<file path="config.mk">
export PLATFORM = sky130hd
export DESIGN_NAME = ascii_integer_field_parser
export DESIGN_NICKNAME = d
export VERILOG_FILES = /design/src/sv/aifp_pkg.sv /design/src/sv/ascii_integer_field_parser.sv /design/src/sv/aifp_fifo.sv /design/src/sv/aifp_core.sv
export SDC_FILE = /design/constraint.sdc
export NUM_CORES = 1
export LEC_CHECK = 0
export BUFFER_PORTS_ARGS = -buffer_cell sky130_fd_sc_hd__buf_2
export CAP_MARGIN = 0
export CORE_UTILIZATION = 56
export DETAILED_ROUTE_END_ITERATION = 7
export PLACE_DENSITY = 0.77
export SETUP_SLACK_MARGIN = 0.02
export SYNTH_ARGS = -nofsm -noshare
export SYNTH_HDL_FRONTEND = slang
export SYNTH_SLANG_ARGS = --single-unit
</file>
<file path="constraint.sdc">
create_clock -name clk -period 4.15 [get_ports clk]
set_clock_uncertainty 0.05 [all_clocks]
set_input_delay 0.2075 -clock clk [delete_from_list [all_inputs] [get_ports clk]]
set_output_delay 0.2075 -clock clk [all_outputs]
set_load 0.03 [all_outputs]
</file>
<file path="src/sv/aifp_pkg.sv">
`timescale 1ns / 1ps
// Package for the ASCII integer field parser: result beat type, status codes,
// character codes and register indexes. No dependencies.
package aifp_pkg;

    localparam int MAX_TOKEN = 7;
    localparam int WEFF_W    = 9;

    localparam logic [2:0] ST_LINE_END  = 3'd0;
    localparam logic [2:0] ST_COUNT_HIT = 3'd1;
    localparam logic [2:0] ST_TOO_LONG  = 3'd2;
    localparam logic [2:0] ST_BAD_CHAR  = 3'd3;
    localparam logic [2:0] ST_BLANK     = 3'd4;
    localparam logic [2:0] ST_EOF       = 3'd5;

    localparam logic [1:0] PH_SIGN   = 2'd0;
    localparam logic [1:0] PH_DIGITS = 2'd1;
    localparam logic [1:0] PH_DONE   = 2'd2;

    localparam logic [7:0] CH_SPACE   = 8'h20;
    localparam logic [7:0] CH_COMMA   = 8'h2C;
    localparam logic [7:0] CH_TAB     = 8'h09;
    localparam logic [7:0] CH_NEWLINE = 8'h0A;
    localparam logic [7:0] CH_SLASH   = 8'h2F;
    localparam logic [7:0] CH_PLUS    = 8'h2B;
    localparam logic [7:0] CH_MINUS   = 8'h2D;
    localparam logic [7:0] CH_ZERO    = 8'h30;
    localparam logic [7:0] CH_NINE    = 8'h39;

    localparam logic CMD_CHAR = 1'b0;
    localparam logic CMD_EOF  = 1'b1;

    localparam logic KIND_VALUE   = 1'b0;
    localparam logic KIND_SUMMARY = 1'b1;

    localparam logic CFG_SKIP   = 1'b0;
    localparam logic CFG_WANTED = 1'b1;

    typedef struct packed {
        logic              kind;
        logic signed [20:0] value;
        logic [5:0]        value_index;
        logic [6:0]        count;
        logic [2:0]        status;
        logic              last;
    } result_t;

    typedef struct packed {
        logic [1:0] num;
        result_t    first;
        result_t    second;
    } push_t;

endpackage

</file>
<file path="src/sv/ascii_integer_field_parser.sv">
`timescale 1ns / 1ps
// ASCII integer field parser, top level. Depends on aifp_pkg, aifp_core, aifp_fifo.
// An input beat is held in the input register, then parsed into the four-entry
// result queue. Throughput: one character per cycle while the queue has room
// (in_stall low); the single output port limits it to one result beat per cycle.
// Reset: asynchronous, clears line state; skip_columns = 0, wanted_count = 64.
module ascii_integer_field_parser
#(
    parameter int LINE_LEN   = 256,
    parameter int MAX_VALUES = 64
)
(
    input  logic               clk,
    input  logic               rst_n,
    input  logic               cfg_valid,
    output logic               cfg_ready,
    input  logic               cfg_index,
    input  logic [7:0]         cfg_data,
    input  logic               in_valid,
    output logic               in_stall,
    input  logic               command,
    input  logic [7:0]         char_code,
    input  logic               last_in_line,
    output logic               out_valid,
    input  logic               out_stall,
    output logic               kind,
    output logic signed [20:0] value,
    output logic [5:0]         value_index,
    output logic [6:0]         count,
    output logic [2:0]         status,
    output logic               last
);

    logic       stage_valid_reg, stage_valid_next;
    logic       command_reg;
    logic [7:0] char_reg;
    logic       lil_reg;
    logic       room, not_empty, step, accept, pop;
    aifp_pkg::push_t   push;
    aifp_pkg::result_t head;

    assign cfg_ready = 1'b1;
    assign in_stall  = stage_valid_reg && !room;
    assign accept    = in_valid && !in_stall;
    assign step      = stage_valid_reg && room;
    assign out_valid = not_empty;
    assign pop       = not_empty && !out_stall;

    assign kind        = head.kind;
    assign value       = head.value;
    assign value_index = head.value_index;
    assign count       = head.count;
    assign status      = head.status;
    assign last        = head.last;

    always_comb
    begin
        if (accept)
        begin
            stage_valid_next = 1'b1;
        end
        else if (step)
        begin
            stage_valid_next = 1'b0;
        end
        else
        begin
            stage_valid_next = stage_valid_reg;
        end
    end

    always_ff @(posedge clk or negedge rst_n)
    begin
        if (!rst_n)
        begin
            stage_valid_reg <= 1'b0;
        end
        else
        begin
            stage_valid_reg <= stage_valid_next;
        end
    end

    always_ff @(posedge clk)
    begin
        if (accept)
        begin
            command_reg <= command;
            char_reg    <= char_code;
            lil_reg     <= last_in_line;
        end
    end

    aifp_core
    #(
        .LINE_LEN   (LINE_LEN),
        .MAX_VALUES (MAX_VALUES)
    )
    u_core
    (
        .clk          (clk),
        .rst_n        (rst_n),
        .cfg_we       (cfg_valid && cfg_ready),
        .cfg_index    (cfg_index),
        .cfg_data     (cfg_data),
        .step         (step),
        .command      (command_reg),
        .char_code    (char_reg),
        .last_in_line (lil_reg),
        .push         (push)
    );

    aifp_fifo u_fifo
    (
        .clk       (clk),
        .rst_n     (rst_n),
        .push      (push),
        .pop       (pop),
        .room      (room),
        .not_empty (not_empty),
        .head      (head)
    );

endmodule

</file>
<file path="src/sv/aifp_fifo.sv">
`timescale 1ns / 1ps
// Four-entry result queue; takes up to two beats per cycle, gives one.
// Depends on aifp_pkg.
module aifp_fifo
(
    input  logic             clk,
    input  logic             rst_n,
    input  aifp_pkg::push_t  push,
    input  logic             pop,
    output logic             room,
    output logic             not_empty,
    output aifp_pkg::result_t head
);

    aifp_pkg::result_t entry_reg [4];
    logic [1:0] head_reg, head_next;
    logic [1:0] tail_reg, tail_next;
    logic [2:0] fill_reg, fill_next;
    logic [1:0] tail_plus1;

    assign tail_plus1 = tail_reg + 2'd1;
    assign room       = fill_reg <= 3'd2;
    assign not_empty  = fill_reg != 3'd0;
    assign head       = entry_reg[head_reg];

    always_comb
    begin
        head_next = pop ? head_reg + 2'd1 : head_reg;
        tail_next = tail_reg + push.num;
        fill_next = fill_reg + {1'b0, push.num} - {2'b00, pop};
    end

    always_ff @(posedge clk)
    begin
        if (push.num != 2'd0)
        begin
            entry_reg[tail_reg] <= push.first;
        end
        if (push.num == 2'd2)
        begin
            entry_reg[tail_plus1] <= push.second;
        end
    end

    always_ff @(posedge clk or negedge rst_n)
    begin
        if (!rst_n)
        begin
            head_reg <= '0;
            tail_reg <= '0;
            fill_reg <= '0;
        end
        else
        begin
            head_reg <= head_next;
            tail_reg <= tail_next;
            fill_reg <= fill_next;
        end
    end

endmodule

</file>
<file path="src/sv/aifp_core.sv">
`timescale 1ns / 1ps
// Per-character tokenizer and atoi conversion with line state and config regs.
// Depends on aifp_pkg.
module aifp_core
#(
    parameter int LINE_LEN   = 256,
    parameter int MAX_VALUES = 64
)
(
    input  logic            clk,
    input  logic            rst_n,
    input  logic            cfg_we,
    input  logic            cfg_index,
    input  logic [7:0]      cfg_data,
    input  logic            step,
    input  logic            command,
    input  logic [7:0]      char_code,
    input  logic            last_in_line,
    output aifp_pkg::push_t push
);

    localparam int COL_W = $clog2(LINE_LEN);
    localparam int CMP_W = (COL_W > 8) ? COL_W : 8;
    localparam logic [COL_W-1:0] COL_LAST = COL_W'(LINE_LEN - 1);
    localparam logic [aifp_pkg::WEFF_W-1:0] MAXV = aifp_pkg::WEFF_W'(MAX_VALUES);

    logic [7:0]       skip_reg;
    logic [6:0]       wanted_reg;

    logic [COL_W-1:0] column_reg, column_next;
    logic [2:0]       toklen_reg, toklen_next;
    logic [19:0]      acc_reg, acc_next;
    logic             neg_reg, neg_next;
    logic [1:0]       phase_reg, phase_next;
    logic [6:0]       emitted_reg, emitted_next;
    logic             seen_reg, seen_next;
    logic             stopped_reg, stopped_next;
    logic [2:0]       lstat_reg, lstat_next;

    logic [aifp_pkg::WEFF_W-1:0] weff;
    logic                        in_window;
    logic                        is_digit, is_sign, is_delim, is_slash;
    logic [3:0]                  digit;
    logic [2:0]                  toklen_inc;
    logic [20:0]                 acc_ext;
    logic [2:0]                  summ_status;
    aifp_pkg::result_t           token_res, summ_res;
    logic                        emitted_tok;

    assign weff = ({2'b00, wanted_reg} > MAXV) ? MAXV : {2'b00, wanted_reg};
    assign in_window = (CMP_W'(column_reg) >= CMP_W'(skip_reg)) && (column_reg != COL_LAST);
    assign is_digit = (char_code >= aifp_pkg::CH_ZERO) && (char_code <= aifp_pkg::CH_NINE);
    assign is_sign  = (char_code == aifp_pkg::CH_PLUS) || (char_code == aifp_pkg::CH_MINUS);
    assign is_delim = (char_code == aifp_pkg::CH_SPACE) || (char_code == aifp_pkg::CH_COMMA)
                   || (char_code == aifp_pkg::CH_TAB) || (char_code == aifp_pkg::CH_NEWLINE);
    assign is_slash = char_code == aifp_pkg::CH_SLASH;
    assign digit      = char_code[3:0];
    assign toklen_inc = toklen_reg + 3'd1;
    assign acc_ext    = {1'b0, acc_reg};

    always_comb
    begin
        column_next  = column_reg;
        toklen_next  = toklen_reg;
        acc_next     = acc_reg;
        neg_next     = neg_reg;
        phase_next   = phase_reg;
        emitted_next = emitted_reg;
        seen_next    = seen_reg;
        stopped_next = stopped_reg;
        lstat_next   = lstat_reg;
        emitted_tok  = 1'b0;
        summ_status  = aifp_pkg::ST_LINE_END;

        token_res.kind        = aifp_pkg::KIND_VALUE;
        token_res.value       = neg_reg ? -acc_ext : acc_ext;
        token_res.value_index = emitted_reg[5:0];
        token_res.count       = '0;
        token_res.status      = aifp_pkg::ST_LINE_END;
        token_res.last        = 1'b0;

        if (command == aifp_pkg::CMD_EOF)
        begin
            column_next  = '0;
            toklen_next  = '0;
            acc_next     = '0;
            neg_next     = 1'b0;
            phase_next   = aifp_pkg::PH_SIGN;
            emitted_next = '0;
            seen_next    = 1'b0;
            stopped_next = 1'b0;
            lstat_next   = aifp_pkg::ST_LINE_END;
            summ_status  = aifp_pkg::ST_EOF;
        end
        else
        begin
            if (!stopped_reg)
            begin
                if (weff == '0)
                begin
                    stopped_next = 1'b1;
                    lstat_next   = aifp_pkg::ST_COUNT_HIT;
                end
                else if (in_window)
                begin
                    if (char_code != aifp_pkg::CH_SPACE)
                    begin
                        seen_next = 1'b1;
                    end
                    if (is_digit || is_sign)
                    begin
                        toklen_next = toklen_inc;
                        if (toklen_inc >= 3'(aifp_pkg::MAX_TOKEN))
                        begin
                            stopped_next = 1'b1;
                            lstat_next   = aifp_pkg::ST_TOO_LONG;
                        end
                        else if (phase_reg == aifp_pkg::PH_SIGN)
                        begin
                            if (is_digit)
                            begin
                                acc_next = {16'd0, digit};
                            end
                            else
                            begin
                                neg_next = char_code == aifp_pkg::CH_MINUS;
                            end
                            phase_next = aifp_pkg::PH_DIGITS;
                        end
                        else if (phase_reg == aifp_pkg::PH_DIGITS)
                        begin
                            if (is_digit)
                            begin
                                acc_next = (acc_reg << 3) + (acc_reg << 1) + {16'd0, digit};
                            end
                            else
                            begin
                                phase_next = aifp_pkg::PH_DONE;
                            end
                        end
                    end
                    else if (is_delim || is_slash)
                    begin
                        if (toklen_reg != 3'd0)
                        begin
                            emitted_tok  = 1'b1;
                            emitted_next = emitted_reg + 7'd1;
                            toklen_next  = '0;
                            acc_next     = '0;
                            neg_next     = 1'b0;
                            phase_next   = aifp_pkg::PH_SIGN;
                            if ({2'b00, emitted_next} >= weff)
                            begin
                                stopped_next = 1'b1;
                                lstat_next   = aifp_pkg::ST_COUNT_HIT;
                            end
                        end
                        if (is_slash && !stopped_next)
                        begin
                            stopped_next = 1'b1;
                            lstat_next   = aifp_pkg::ST_LINE_END;
                        end
                    end
                    else
                    begin
                        stopped_next = 1'b1;
                        lstat_next   = aifp_pkg::ST_BAD_CHAR;
                    end
                end
            end
            if (column_reg != COL_LAST)
            begin
                column_next = column_reg + COL_W'(1);
            end
            if (last_in_line)
            begin
                if (stopped_next)
                begin
                    summ_status = lstat_next;
                end
                else if (!seen_next)
                begin
                    summ_status = aifp_pkg::ST_BLANK;
                end
                else
                begin
                    summ_status = aifp_pkg::ST_LINE_END;
                end
                column_next  = '0;
                toklen_next  = '0;
                acc_next     = '0;
                neg_next     = 1'b0;
                phase_next   = aifp_pkg::PH_SIGN;
                emitted_next = '0;
                seen_next    = 1'b0;
                stopped_next = 1'b0;
                lstat_next   = aifp_pkg::ST_LINE_END;
            end
        end

        summ_res.kind        = aifp_pkg::KIND_SUMMARY;
        summ_res.value       = '0;
        summ_res.value_index = '0;
        summ_res.count       = (summ_status == aifp_pkg::ST_BLANK
                               || command == aifp_pkg::CMD_EOF)
                               ? 7'd0 : emitted_reg + {6'd0, emitted_tok};
        summ_res.status      = summ_status;
        summ_res.last        = 1'b1;

        push.first  = emitted_tok ? token_res : summ_res;
        push.second = summ_res;
        if (!step)
        begin
            push.num = 2'd0;
        end
        else if (command == aifp_pkg::CMD_EOF)
        begin
            push.num = 2'd1;
        end
        else
        begin
            push.num = {1'b0, emitted_tok} + {1'b0, last_in_line};
        end
    end

    always_ff @(posedge clk or negedge rst_n)
    begin
        if (!rst_n)
        begin
            skip_reg    <= 8'd0;
            wanted_reg  <= 7'd64;
            column_reg  <= '0;
            toklen_reg  <= '0;
            acc_reg     <= '0;
            neg_reg     <= 1'b0;
            phase_reg   <= aifp_pkg::PH_SIGN;
            emitted_reg <= '0;
            seen_reg    <= 1'b0;
            stopped_reg <= 1'b0;
            lstat_reg   <= aifp_pkg::ST_LINE_END;
        end
        else
        begin
            if (cfg_we && cfg_index == aifp_pkg::CFG_SKIP)
            begin
                skip_reg <= cfg_data;
            end
            if (cfg_we && cfg_index == aifp_pkg::CFG_WANTED)
            begin
                wanted_reg <= cfg_data[6:0];
            end
            if (step)
            begin
                column_reg  <= column_next;
                toklen_reg  <= toklen_next;
                acc_reg     <= acc_next;
                neg_reg     <= neg_next;
                phase_reg   <= phase_next;
                emitted_reg <= emitted_next;
                seen_reg    <= seen_next;
                stopped_reg <= stopped_next;
                lstat_reg   <= lstat_next;
            end
        end
    end

endmodule
</file>
Word level (Yosys, flattened, before mapping)
Memories as Yosys holds them, arrays and structs flattened.
Index checks and enable logic that the tools add are counted.
- flip-flop bits (word level): 79
- memory bits (writable): 156
- input port bits: 24
- output and inout port bits: 42
- word-level logic and storage cells: 213
- memories: 1
- add/subtract/negate cells: 13
- $lt $le $gt $ge: 7
- eq/ne operators: 21
- muxes and demuxes: 114
- bitwise operators: 1
- reductions and logical operators: 38
- memory list (memory ; words ; width ; read ports ; clocked after Yosys merged registers in ; write ports ; RTL line ; RTL):
    u_fifo.entry_reg ; 4 ; 39 ; 1 ; 0 ; 2 ; aifp_fifo.sv:15 ; aifp_pkg::result_t entry_reg [4];
- operators with widths (cell ; count):
    20-bit 2-to-1 mux ; 13
    7-bit 2-to-1 mux ; 10
    3-bit 2-to-1 mux ; 23
    1-bit 2-to-1 mux ; 49
    8-bit by 6-bit equality test with 1-bit output (second input constant) ; 5
    39-bit 2-to-1 mux ; 1
    2-bit 2-to-1 mux ; 14
    9-bit AND reduction ; 3
    8-bit 2-to-1 mux ; 3
    21-bit 2-to-1 mux ; 1
    20-bit negation with 21-bit output ; 1
    20-bit adder ; 1
    20-bit by 4-bit adder with 20-bit output ; 1
    3-bit nonzero test ; 6
    8-bit by 4-bit equality test with 1-bit output (second input constant) ; 2
    4-bit != test (second input constant) ; 3
    5-bit != test (second input constant) ; 2
    7-bit by 9-bit greater-or-equal comparator with 1-bit output ; 1
    1-bit logical AND ; 9
    9-bit zero test ; 1
    3-bit != test (second input constant) ; 3
    8-bit by 1-bit adder with 8-bit output (second input constant) ; 1
    8-bit by 6-bit greater-or-equal comparator with 1-bit output (second input constant) ; 1
    8-bit greater-or-equal comparator ; 1
    27 further kinds ; 39

Longest topological paths before layout
Gate-level depths: netlist of run 1.
- depth after elaboration: 27
- mapped depth: 18

Cells and area by module
Synthesis of run 1 repeated with hierarchy kept, for this count alone.
- cells, all modules: 1091
- area total of the unflattened synthesis: 13957.1 µm²
- by module, submodules not included (module ; times used ; cells an instance ; area each (µm²) ; sequential area each (µm²)):
    aifp_fifo ; 1 ; 416 ; 7957.6 ; 4859.7
    aifp_core ; 1 ; 656 ; 5617.9 ; 1527.7
    ascii_integer_field_parser ; 1 ; 19 ; 381.6 ; 325.3

Worst setup path after synthesis of run 1
Ideal clock, no wire load.
- kind: register to register
- start: reg u_core.column_reg[2]
- end: mem u_fifo.entry_reg[2][10] in the netlist's numbering (enable)
- library setup time: 294 ps
- arrival time: 4053 ps
- data required time: 3806 ps
- slack: -247 ps
- cell stages (with the launch flop): 16
- path buffers: 3
- cell sequence: dfrtp_1 > ha_1 > a211oi_1 > o21ai_1 > a211oi_2 > or2_1 > or3_1 > clkbuf_1 > buf_2 > inv_2 > ha_1 > o31ai_1 > nor2_1 > nor2_1 > clkbuf_1 > inv_1
- RTL lines (what ; RTL line ; RTL):
    from (decl) ; aifp_core.sv:30 ; logic [COL_W-1:0] column_reg, column_next;
    from (signal assigned) ; aifp_core.sv:254 ; column_reg <= column_next;
    to (decl) ; aifp_fifo.sv:15 ;

==> results.yml, run 1 <==
global_routing:
  grt_overflow_total: 0
  grt-busiest-layer: "met2"
  m2_gr_usage_pct: 42.2
  track_usage_pct: 25.6
  grt_start_max_net_pins: 56
  grt_antenna_before_repair: 0
  gr-usage-met1_pct: 35.6
  grt_pass1_vias: 8762
  grt_pass1_wl_um: 44900
  grt_util_met3_pct: 3.27
pwr:
  switchingPower_mw: 2.35
  p_int_mw: 4.47
  proportion_of_power_drawn_by_flip_flops_and_latches_pct: 40.4
  part_of_the_power_in_combinational_logic_pct: 27.8
  fin_total_pwr_mw: 6.82
  vdd_drop_max_uv: 396
  clkPwrFrac_pct: 31.8
  switching_share_of_power_pct: 34.5
  power_per_cell_area_nw_per_um2: 505
  total_leakage_power_nw: 5.58
synth:
  synthTopCellsByArea: "sky130_fd_sc_hd__dfxtp_1 (19%), sky130_fd_sc_hd__dfrtp_1 (14%), sky130_fd_sc_hd__edfxtp_1 (13%)"
  synth.cell_area_sq_um: 11900
  synthesis.area_per_instance_sq_um: 11.1
  postSynthRegisterBits: 231
  synth-edff-count: 50
  netlist.area_leader.share_pct: 18.9
  post_synth_top_flop: "sky130_fd_sc_hd__dfxtp_1"
  ys.warnings.count: 0
  seq_area_frac_synth_pct: 46.1
  synth.lib_cells_used.distinct: 81
  synth_cells: 1069
  synth_area_leader_cell: "sky130_fd_sc_hd__dfxtp_1"
  postSynthNetCount: 1158
  async_reset_ff_share_pct: 29.9
place:
  dp_hpwl_um: 18100
  post_place_cells: 1368
  place.gp.congestion: 0.848
  io_buffer_count: 64
die:
  coreArea_sq_um: 20500
  initial_core_util_pct: 57.9
  fp-row-count: 52
  die_height_um: 148
  die_area_sq_um: 21800
  die-width_um: 148
  io_pins: 66
cts:
  clock_insertion_delay_worst_skew_ns: 0.53
  cts.hold.buffers_added: 21
  clk_transition_reported_paths_ns: 0.06
  cts_tree: "done"
  cts-htree-levels: 1
  cts-root-buf: "sky130_fd_sc_hd__clkbuf_16"
  cts_buffers: 26
  cts.repair_timing.setup_buffer_count: 0
  resized_gates_after_cts: 0
  cts.path.max_buffers: 3
  cts.sinks: 231
sta:
  final_min_period_over_clock_period_pct: 91.8
  maxSlewHeadroom_pct: 34.0
  setup-tns-final_ns: 0
  final.min_clock_period_ns: 3.81
  rsz0062_at_grt: "false"
  slew_viol_final: 0
  finalSetupViolations: 0
  report.final.hold_viol_count: 0
  transition_at_the_pin_with_the_smallest_max_transition_slack_ns: 0.987
  clock.fmax_mhz: 262
final_layout:
  nets: 1236
  flow.area_growth_from_synthesis_pct: 13.6
  post_route_cells_drive_above_1_share_pct: 19.9
  ant_cells: 0
  largest_register_ffs: 152
  instances_no_fill: 1437
critical_path:
  cp_data_arrival_time_ns: 4.23
  setup.worst_path.start_class: "register"
  timing.critical_path.mode_cell: "sky130_fd_sc_hd__buf_4"
  critical_path_buf_inv_count: 3
  cp_slowest_cell: "sky130_fd_sc_hd__dfstp_2"
  worst_ep_required_time_ns: 4.57
  critPathCaptureType: "register"
  critical_path.top_delay_family: "simple AND/OR/NAND/NOR gates"
  worst-setup-path-type: "reg2reg"
  crit_path_max_incr_delay_ns: 0.55
  path_max_fanout: 27
  crit_chain: "nor4_1, a21oi_2, nand2_1, or2_1, or3_1, inv_2, ha_1, o31ai_2, nor2_1, buf_4, nor2_2, buf_4, a22o_1"
run:
  drv_cap: 0
drt:
  route.vias.total: 8742
  drc_errors: 0
  antenna_violating_nets_post_route: 0
  post_detailed_routing_wire_length_um: 27200
  drtIter0Drc: 614
  route.detailed.vias_per_inst: 6.08
  drt_first_pass_iters: 5
  post_drt_wl_per_cell_um: 18.9
outcome:
  run_status: "completed"
worst_hold_path:
  min_path_type: "in2async"
-- metrics by stage --
step                      hold slack [ns]  worst slack [ns]  util, %  instance area (sq um)
after floorplan                    -0.138            0.0596        -                  11900
after global placement             0.0789             0.500     60.8                  12500
after detailed placement           0.0770             0.408     60.8                  12500
after CTS                          0.0618             0.391     65.8                  13500
after global routing                0.131            0.0997     65.8                  13500
final                              0.0721             0.340     65.8                  13500
-- synthesized netlist by cell type, types with 23 or more instances --
library cell,number
sky130_fd_sc_hd__nor2_1,73
sky130_fd_sc_hd__xor2_1,35
sky130_fd_sc_hd__o21ai_0,54
sky130_fd_sc_hd__inv_1,30
sky130_fd_sc_hd__nand2_1,93
sky130_fd_sc_hd__clkbuf_1,39
sky130_fd_sc_hd__a22o_1,102
sky130_fd_sc_hd__a21oi_1,23
sky130_fd_sc_hd__dfxtp_1,112
sky130_fd_sc_hd__ha_1,62
sky130_fd_sc_hd__nand3_1,25
sky130_fd_sc_hd__mux4_2,38
sky130_fd_sc_hd__dfrtp_1,68
sky130_fd_sc_hd__edfxtp_1,50
-- area by class of cell --
cell class              count  area [sq um]
well taps                 270           338
fillers                  1586          7000
flip-flops and latches    231          5470
multi-input cells         750          6050
inverters                  31           116
repair buffers            107           696
clock inverters             7          45.0
clock buffers              41           777
-- per-layer routing --
layer | vias to the layer above | share of wire [%] | wire (um)
li1 | 4164 | - | -
met1 | 4283 | 46 | 12500
met2 | 252 | 47 | 12900
met3 | 43 | 4.8 | 1310
met4 | 0 | 2.0 | 547
met5 | - | 0 | 0
-- placed cells by master, fill, tap and decap left out, types with 11 or more instances in the layout --
| master | instances |
|---|---|
| sky130_fd_sc_hd__nand3_1 | 25 |
| sky130_fd_sc_hd__a22o_1 | 102 |
| sky130_fd_sc_hd__buf_2 | 64 |
| sky130_fd_sc_hd__xor2_1 | 35 |
| sky130_fd_sc_hd__nand2b_1 | 19 |
| sky130_fd_sc_hd__dfxtp_1 | 112 |
| sky130_fd_sc_hd__mux2_2 | 12 |
| sky130_fd_sc_hd__dlygate4sd3_1 | 21 |
| sky130_fd_sc_hd__inv_1 | 30 |
| sky130_fd_sc_hd__o31ai_1 | 20 |
| sky130_fd_sc_hd__nor2_1 | 69 |
| sky130_fd_sc_hd__dfrtp_1 | 67 |
| sky130_fd_sc_hd__a211oi_2 | 21 |
| sky130_fd_sc_hd__nor3_1 | 13 |
| sky130_fd_sc_hd__clkbuf_16 | 26 |
| sky130_fd_sc_hd__o21ai_0 | 54 |
| sky130_fd_sc_hd__edfxtp_1 | 50 |
| sky130_fd_sc_hd__buf_4 | 22 |
| sky130_fd_sc_hd__nand2_1 | 93 |
| sky130_fd_sc_hd__mux4_2 | 38 |
| sky130_fd_sc_hd__a21oi_1 | 23 |
| sky130_fd_sc_hd__a211oi_1 | 14 |
| sky130_fd_sc_hd__xnor2_1 | 21 |
| sky130_fd_sc_hd__nor4_1 | 11 |
| sky130_fd_sc_hd__ha_1 | 62 |
| sky130_fd_sc_hd__or3_1 | 11 |
-- power groups by stage --
stage	Combinational [mW]	Sequential, mW	Clock (mW)
floorplan	1.49	2.65	0
global placement	1.84	2.78	0
detailed placement	1.87	2.79	0
CTS	1.90	2.75	2.20
global route	2.05	2.78	2.29
finish	1.90	2.75	2.17
-- kinds of logic (layout without fill, tap and decap cells) --
logic type               Yosys count  after routing  share of synthesized area, %
multiplexers                      54             54                          8.68
other                              1              1                        0.0316
AO/OA/AOI/OAI                    283            283                          18.9
flip-flops                       231            231                          46.1
buffers and inverters             88            186                          3.22
XOR/XNOR                          56             56                          4.13
AND/OR/NAND/NOR                  291            291                          11.9
adder cells (fa/ha/maj)           65             65                          7.04
-- path summary, 6_finish.rpt --
kind	start	end	slack (ns)	cells past startpoint
max	u_core.wanted_reg[6]$_DFFE_PN1P_	u_fifo.entry_reg[1][28]$_SDFFE_PP0P_	0.34	13
min	rst_n	u_core.acc_reg[16]$_DFFE_PN0P_	0.07	2
max reg2reg	u_core.wanted_reg[6]$_DFFE_PN1P_	u_fifo.entry_reg[1][28]$_SDFFE_PP0P_	0.34	13
min reg2reg	u_fifo.entry_reg[0][0]$_SDFFE_PP1P_	u_fifo.entry_reg[0][0]$_SDFFE_PP1P_	0.39	2
max in group asynchronous	rst_n	u_fifo.head_reg[0]$_DFFE_PN0P_	2.93	3
min in group clk	cfg_index	u_core.skip_reg[1]$_DFFE_PN0P_	0.12	3
Power figures use the tool's default switching activity.
==> run 2, diff against run 1 <==
--- a/config.mk
+++ b/config.mk
@@ -9,6 +9,8 @@
 export CAP_MARGIN = 0
 export CORE_UTILIZATION = 56
 export DETAILED_ROUTE_END_ITERATION = 7
+export GPL_TIMING_DRIVEN = 0
+export MAX_ROUTING_LAYER = met4
 export PLACE_DENSITY = 0.77
 export SETUP_SLACK_MARGIN = 0.02
 export SYNTH_ARGS = -nofsm -noshare
==> results.yml, run 2 (synthesized netlist as in run 1, its figures left out) <==
critical_path:
  timing.critical_path.mode_cell: "sky130_fd_sc_hd__ha_1"
  cp_slowest_cell: "sky130_fd_sc_hd__o31ai_4"
  path_max_fanout: 10
  critPathCaptureType: "register"
  setup.worst_path.start_class: "register"
  crit_chain: "inv_1, ha_1, nor2b_1, o21ai_2, a211oi_4, or2_1, or3_4, buf_4, inv_2, ha_1, o31ai_4, nor3_2, clkbuf_4, a21oi_4, buf_6, nor2_1"
  cp_data_arrival_time_ns: 4.27
  critical_path_buf_inv_count: 5
  worst-setup-path-type: "reg2reg"
  worst_ep_required_time_ns: 4.38
  critical_path.top_delay_family: "compound AO/OA/AOI/OAI gates"
  crit_path_max_incr_delay_ns: 0.48
cts:
  cts-htree-levels: 1
  cts.sinks: 231
  clock_insertion_delay_worst_skew_ns: 0.54
  cts.path.max_buffers: 3
  cts-root-buf: "sky130_fd_sc_hd__clkbuf_16"
  cts_tree: "done"
  clk_transition_reported_paths_ns: 0.06
  cts_buffers: 25
global_routing:
  grt_pass1_wl_um: 46600
  track_usage_pct: 27.6
  grt_util_met3_pct: 3.27
  grt-busiest-layer: "met2"
  gr-usage-met1_pct: 37.1
  grt_pass1_vias: 8889
  grt_overflow_total: 0
  grt_start_max_net_pins: 70
  grt_antenna_before_repair: 0
  m2_gr_usage_pct: 44.3
drt:
  post_detailed_routing_wire_length_um: 29300
  drtIter0Drc: 712
  post_drt_wl_per_cell_um: 19.7
  drt_first_pass_iters: 5
  route.vias.total: 9143
  drc_errors: 0
  antenna_violating_nets_post_route: 0
  route.detailed.vias_per_inst: 6.15
sta:
  slew_viol_final: 0
  finalSetupViolations: 0
  report.final.hold_viol_count: 0
  final_min_period_over_clock_period_pct: 97.4
  clock.fmax_mhz: 248
  maxSlewHeadroom_pct: 30.7
  transition_at_the_pin_with_the_smallest_max_transition_slack_ns: 1.04
  final.min_clock_period_ns: 4.04
die:
  io_pins: 66
  fp-row-count: 52
  die-width_um: 148
  initial_core_util_pct: 57.9
  die_height_um: 148
  die_area_sq_um: 21800
  coreArea_sq_um: 20500
run:
  drv_cap: 0
final_layout:
  largest_register_ffs: 152
  final_area_sq_um: 14100
  ant_cells: 0
  post_route_cells_drive_above_1_share_pct: 23.2
  commonest_non_fill_non_tap_cell_in_the_layout: "sky130_fd_sc_hd__dfxtp_1"
  nets: 1287
  layout.filler_cells: 1503
  flow.area_growth_from_synthesis_pct: 18.9
  layout.core_utilization_pct: 68.9
  final_cell_mix: "sky130_fd_sc_hd__dfxtp_1 (112), sky130_fd_sc_hd__a22o_1 (102), sky130_fd_sc_hd__nand2_1 (93)"
pwr:
  total_leakage_power_nw: 5.79
  vdd_drop_max_uv: 339
  power_per_cell_area_nw_per_um2: 516
  fin_total_pwr_mw: 7.28
worst_hold_path:
  min_path_type: "in2reg"
place:
  io_buffer_count: 64
  place.gp.congestion: 0.901
  dpl-instance-area_sq_um: 12600
  dp_hpwl_um: 19200
outcome:
  run_status: "completed"
[run 2: changes by cell type in the layout (fill, tap and decap cells not counted), moves of 4 or more]
cell                       delta
sky130_fd_sc_hd__a21oi_1      -4
sky130_fd_sc_hd__buf_1        +5
sky130_fd_sc_hd__buf_12       +5
sky130_fd_sc_hd__buf_6       +11
sky130_fd_sc_hd__clkbuf_1    +21
sky130_fd_sc_hd__clkbuf_2     +4
sky130_fd_sc_hd__inv_1        -4
sky130_fd_sc_hd__nor2_1       -7
sky130_fd_sc_hd__nor2_4       +5
[run 2: what timing repair did]
item	CTS	global route
hold endpoints to repair	97	0
endpoints found under the setup margin	194	157
hold buffers	21	0
resized for setup	30	51
pin swaps	6	6
setup buffers	12	6
[run 2: cell type report]
class | count | area (sq um) | share of cell area [%]
repair buffers | 104 | 758 | 5.37
clock buffers | 33 | 707 | 5.01
inverters | 31 | 131 | 0.931
plain buffers | 55 | 340 | 2.41
flip-flops and latches | 231 | 5470 | 38.8
multi-input cells | 750 | 6200 | 44.0
well taps | 270 | 338 | 2.39
clock inverters | 13 | 160 | 1.13
[run 2: path summary, 6_finish.rpt]
check / start / end / slack (ns) / depth (start not counted)
min in group asynchronous: rst_n / u_core.acc_reg[17]$_DFFE_PN0P_ / 0.17 / 3
max in group asynchronous: rst_n / u_core.column_reg[2]$_DFFE_PN0P_ / 3.53 / 3
hold reg to reg: u_fifo.entry_reg[2][37]$_SDFFE_PP0P_ / u_fifo.entry_reg[2][37]$_SDFFE_PP0P_ / 0.40 / 2
hold / removal: cfg_index / u_core.skip_reg[7]$_DFFE_PN0P_ / 0.08 / 4
setup / recovery: u_core.column_reg[0]$_DFFE_PN0P_ / u_fifo.entry_reg[0][1]$_DFFE_PP_ / 0.11 / 16
setup reg to reg: u_core.column_reg[0]$_DFFE_PN0P_ / u_fifo.entry_reg[0][1]$_DFFE_PP_ / 0.11 / 16
[run 2: power breakdown]
| part | leakage [nW] | total (mW) | switching [mW] | internal, mW |
|---|---|---|---|---|
| Combinational | 3.07 | 2.28 | 1.45 | 0.833 |
| Clock | 0.433 | 2.33 | 0.930 | 1.40 |
| Sequential | 2.29 | 2.68 | 0.160 | 2.52 |
| Total | 5.79 | 7.28 | 2.54 | 4.74 |
[run 2: stage by stage]
| step | setup WS (ns) | TNS (ns) | std cells | hold slack [ns] |
|---|---|---|---|---|
| floorplan | 0.0596 | 0 | 1069 | -0.138 |
| global placement | -0.989 | -125.56 | 1403 | 0.336 |
| detailed placement | -1.07 | -144.82 | 1404 | 0.187 |
| CTS | 0.0523 | 0 | 1482 | 0.00540 |
| global route | -0.0258 | -0.0902 | 1487 | 0.0881 |
| finish | 0.110 | 0 | 1487 | 0.0794 |
[run 2: worst reg2reg max path: stages, from the launching register on]
cell	delay, ns
sky130_fd_sc_hd__dfrtp_1	0.40
sky130_fd_sc_hd__inv_1	0.10
sky130_fd_sc_hd__ha_1	0.29
sky130_fd_sc_hd__nor2b_1	0.07
sky130_fd_sc_hd__o21ai_2	0.19
sky130_fd_sc_hd__a211oi_4	0.09
sky130_fd_sc_hd__or2_1	0.28
sky130_fd_sc_hd__or3_4	0.39
sky130_fd_sc_hd__buf_4	0.20
sky130_fd_sc_hd__inv_2	0.11
sky130_fd_sc_hd__ha_1	0.27
sky130_fd_sc_hd__o31ai_4	0.48
sky130_fd_sc_hd__nor3_2	0.14
sky130_fd_sc_hd__clkbuf_4	0.24
sky130_fd_sc_hd__a21oi_4	0.22
sky130_fd_sc_hd__buf_6	0.19
sky130_fd_sc_hd__nor2_1	0.07
[run 2: per-layer routing]
layer	up-vias	wire length, um	share of wire (%)
met3	70	1580	5.4
met5	-	0	0
met1	4478	12900	44
met2	340	14000	48
li1	4255	-	-
met4	0	840	2.9
==> run 3, diff against run 2 <==
--- a/config.mk
+++ b/config.mk
@@ -6,7 +6,8 @@
 export NUM_CORES = 1
 export LEC_CHECK = 0
 export BUFFER_PORTS_ARGS = -buffer_cell sky130_fd_sc_hd__buf_2
-export CAP_MARGIN = 0
+export CAP_MARGIN = 40
+export CORE_MARGIN = 2
 export CORE_UTILIZATION = 56
 export DETAILED_ROUTE_END_ITERATION = 7
 export GPL_TIMING_DRIVEN = 0
==> constraint.sdc (replaced) <==
create_clock -name clk -period 3.35 [get_ports clk]
set_clock_uncertainty 0.05 [all_clocks]
set_input_delay 0.1675 -clock clk [delete_from_list [all_inputs] [get_ports clk]]
set_output_delay 0.1675 -clock clk [all_outputs]
set_load 0.03 [all_outputs]
==> results.yml, run 3 (synthesized netlist as in run 1, its figures left out) <==
cts:
  clock_insertion_delay_worst_skew_ns: 0.56
  cts-htree-levels: 1
  cts.path.max_buffers: 3
  clk_transition_reported_paths_ns: 0.06
  cts_buffers: 26
  cts_tree: "done"
  cts-root-buf: "sky130_fd_sc_hd__clkbuf_16"
  cts.sinks: 231
pwr:
  power_per_cell_area_nw_per_um2: 664
  total_leakage_power_nw: 6.48
  fin_total_pwr_mw: 10.4
  vdd_drop_max_uv: 446
worst_hold_path:
  worstHoldStart: "cfg_index"
  hold_end: "u_core.skip_reg[0]$_DFFE_PN0P_"
  worst_hold_path.num_cells: 3
  min_path_type: "in2reg"
place:
  dp_hpwl_um: 19600
  io_buffer_count: 64
  pre_cts_slack_ns: -0.973
  post_place_cells: 1412
  place.gp.congestion: 0.880
  dpl-instance-area_sq_um: 12800
drt:
  drtIter0Drc: 949
  post_drt_wl_per_cell_um: 23.4
  drc_errors: 0
  antenna_violating_nets_post_route: 0
  post_detailed_routing_wire_length_um: 37100
  route.detailed.vias_per_inst: 6.47
  route.vias.total: 10247
  drt_first_pass_iters: 5
global_routing:
  grt_pass1_vias: 10008
  grt_overflow_total: 0
  grt_start_max_net_pins: 40
  grt_antenna_before_repair: 1
  grt_pass1_wl_um: 54200
  track_usage_pct: 31.6
die:
  die-width_um: 150
  die_height_um: 150
  fp-row-count: 53
  die_area_sq_um: 22400
  coreArea_sq_um: 20900
  initial_core_util_pct: 56.8
  io_pins: 66
sta:
  setup-tns-final_ns: -6.00
  slew_viol_final: 0
  transition_at_the_pin_with_the_smallest_max_transition_slack_ns: 0.924
  final_min_period_over_clock_period_pct: 104
  hold-worst-slack_ns: 0.0759
  finalSetupViolations: 103
  final.min_clock_period_ns: 3.48
  maxSlewHeadroom_pct: 38.4
  worst_slack_ns: -0.135
  clock.fmax_mhz: 287
  report.final.hold_viol_count: 0
  rsz0062_at_grt: "true"
critical_path:
  setup.worst_path.start_class: "register"
  critical_path_buf_inv_count: 5
  regToRegStartpoint: "u_core.column_reg[5]$_DFFE_PN0P_"
  crit_path_max_incr_delay_ns: 0.43
  cp_slowest_cell: "sky130_fd_sc_hd__dfrtp_1"
  crit_chain: "ha_4, nand4_1, nor2_2, a211oi_4, or2_1, or3_4, inv_8, ha_4, o31ai_4, buf_6, nor3_4, clkbuf_8, a21oi_4, buf_6, buf_12, a211oi_4"
  path_max_fanout: 5
  worst-setup-path-type: "reg2reg"
  critical_path.top_delay_family: "simple AND/OR/NAND/NOR gates"
  cp_data_arrival_time_ns: 3.73
  rrSetupSlack_ns: -0.13
  worst_ep_required_time_ns: 3.59
  critPathCaptureType: "register"
  worstReg2RegEnd: "u_fifo.entry_reg[0][6]$_DFFE_PP_"
  worst_r2r_path_depth: 16
outcome:
  violated_checks: "negative setup slack"
  run_status: "complete, but fails checks"
final_layout:
  flow.area_growth_from_synthesis_pct: 32.4
  commonest_non_fill_non_tap_cell_in_the_layout: "sky130_fd_sc_hd__dfxtp_1"
  final_area_sq_um: 15700
  post_route_cells_drive_above_1_share_pct: 33.1
  final_cell_mix: "sky130_fd_sc_hd__dfxtp_1 (112), sky130_fd_sc_hd__a22o_1 (102), sky130_fd_sc_hd__nand2_1 (90)"
  layout.core_utilization_pct: 75.3
  nets: 1376
  largest_register_ffs: 152
  instances_no_fill: 1583
run:
  drv_cap: 0
[run 3: changes by cell type in the layout (fill, tap and decap cells not counted), moves of 7 or more]
cell / previous run / this run
sky130_fd_sc_hd__nor2_4: 6 / 15
sky130_fd_sc_hd__ha_4: 0 / 8
sky130_fd_sc_hd__clkbuf_1: 29 / 19
sky130_fd_sc_hd__buf_4: 19 / 70
sky130_fd_sc_hd__clkbuf_16: 26 / 36
sky130_fd_sc_hd__buf_6: 11 / 35
sky130_fd_sc_hd__a211oi_1: 13 / 3
sky130_fd_sc_hd__ha_1: 62 / 51
sky130_fd_sc_hd__buf_8: 1 / 9
sky130_fd_sc_hd__nor2_1: 62 / 55
[run 3: worst max-delay path by stage]
stage | start | end | cells after the start
2_1_floorplan | u_core.column_reg[2]$_DFFE_PN0P_ | u_fifo.entry_reg[0][10]$_DFFE_PP_ | 15
4_1_cts | u_core.column_reg[7]$_DFFE_PN0P_ | u_fifo.entry_reg[0][6]$_DFFE_PP_ | 17
5_1_grt | char_reg[0]$_DFFE_PP_ | u_fifo.entry_reg[0][9]$_DFFE_PP_ | 15
3_3_place_gp | u_core.column_reg[2]$_DFFE_PN0P_ | u_fifo.entry_reg[0][6]$_DFFE_PP_ | 15
6_report | u_core.column_reg[5]$_DFFE_PN0P_ | u_fifo.entry_reg[0][6]$_DFFE_PP_ | 16
3_5_place_dp | u_core.column_reg[2]$_DFFE_PN0P_ | u_fifo.entry_reg[0][9]$_DFFE_PP_ | 15
[run 3: power breakdown]
group,switching (mW),total [mW],internal [mW]
sequential,0.226,3.34,3.12
clock,1.24,3.31,2.07
combinational,2.20,3.78,1.58
[run 3: metal layers]
layer  global-route usage [%]  vias up  wire [um]
li1                         -     4450          -
met1                     40.7     5015      14400
met2                     50.8      625      18000
met3                     4.73      157       2980
met4                     12.1        0       1730
met5                        -        -          0
[run 3: final cells by class]
class                           count  area (sq um)
Inverter                           31           139
Tap cell                          275           344
Timing Repair Buffer              196          1640
Multi-Input combinational cell    750          6610
Fill cell                        1196          5170
Clock buffer                       33           759
Clock inverter                     15           240
Sequential cell                   231          5480
Antenna cell                        1          2.50
Buffer                             51           508
[run 3: repair_timing]
action,in CTS,in global routing
buffers inserted,62,36
resized for setup,114,66
endpoints found under the hold margin,97,0
pin swaps,61,50
hold buffers,24,0
gates cloned,9,1
endpoints found under the setup margin,198,198
[run 3: worst reg2reg max path: stages, from the launching register on]
cell	delay, ns
sky130_fd_sc_hd__dfrtp_1	0.43
sky130_fd_sc_hd__ha_4	0.30
sky130_fd_sc_hd__nand4_1	0.11
sky130_fd_sc_hd__nor2_2	0.20
sky130_fd_sc_hd__a211oi_4	0.09
sky130_fd_sc_hd__or2_1	0.23
sky130_fd_sc_hd__or3_4	0.39
sky130_fd_sc_hd__inv_8	0.10
sky130_fd_sc_hd__ha_4	0.22
sky130_fd_sc_hd__o31ai_4	0.23
sky130_fd_sc_hd__buf_6	0.18
sky130_fd_sc_hd__nor3_4	0.05
sky130_fd_sc_hd__clkbuf_8	0.16
sky130_fd_sc_hd__a21oi_4	0.19
sky130_fd_sc_hd__buf_6	0.14
sky130_fd_sc_hd__buf_12	0.13
sky130_fd_sc_hd__a211oi_4	0.05
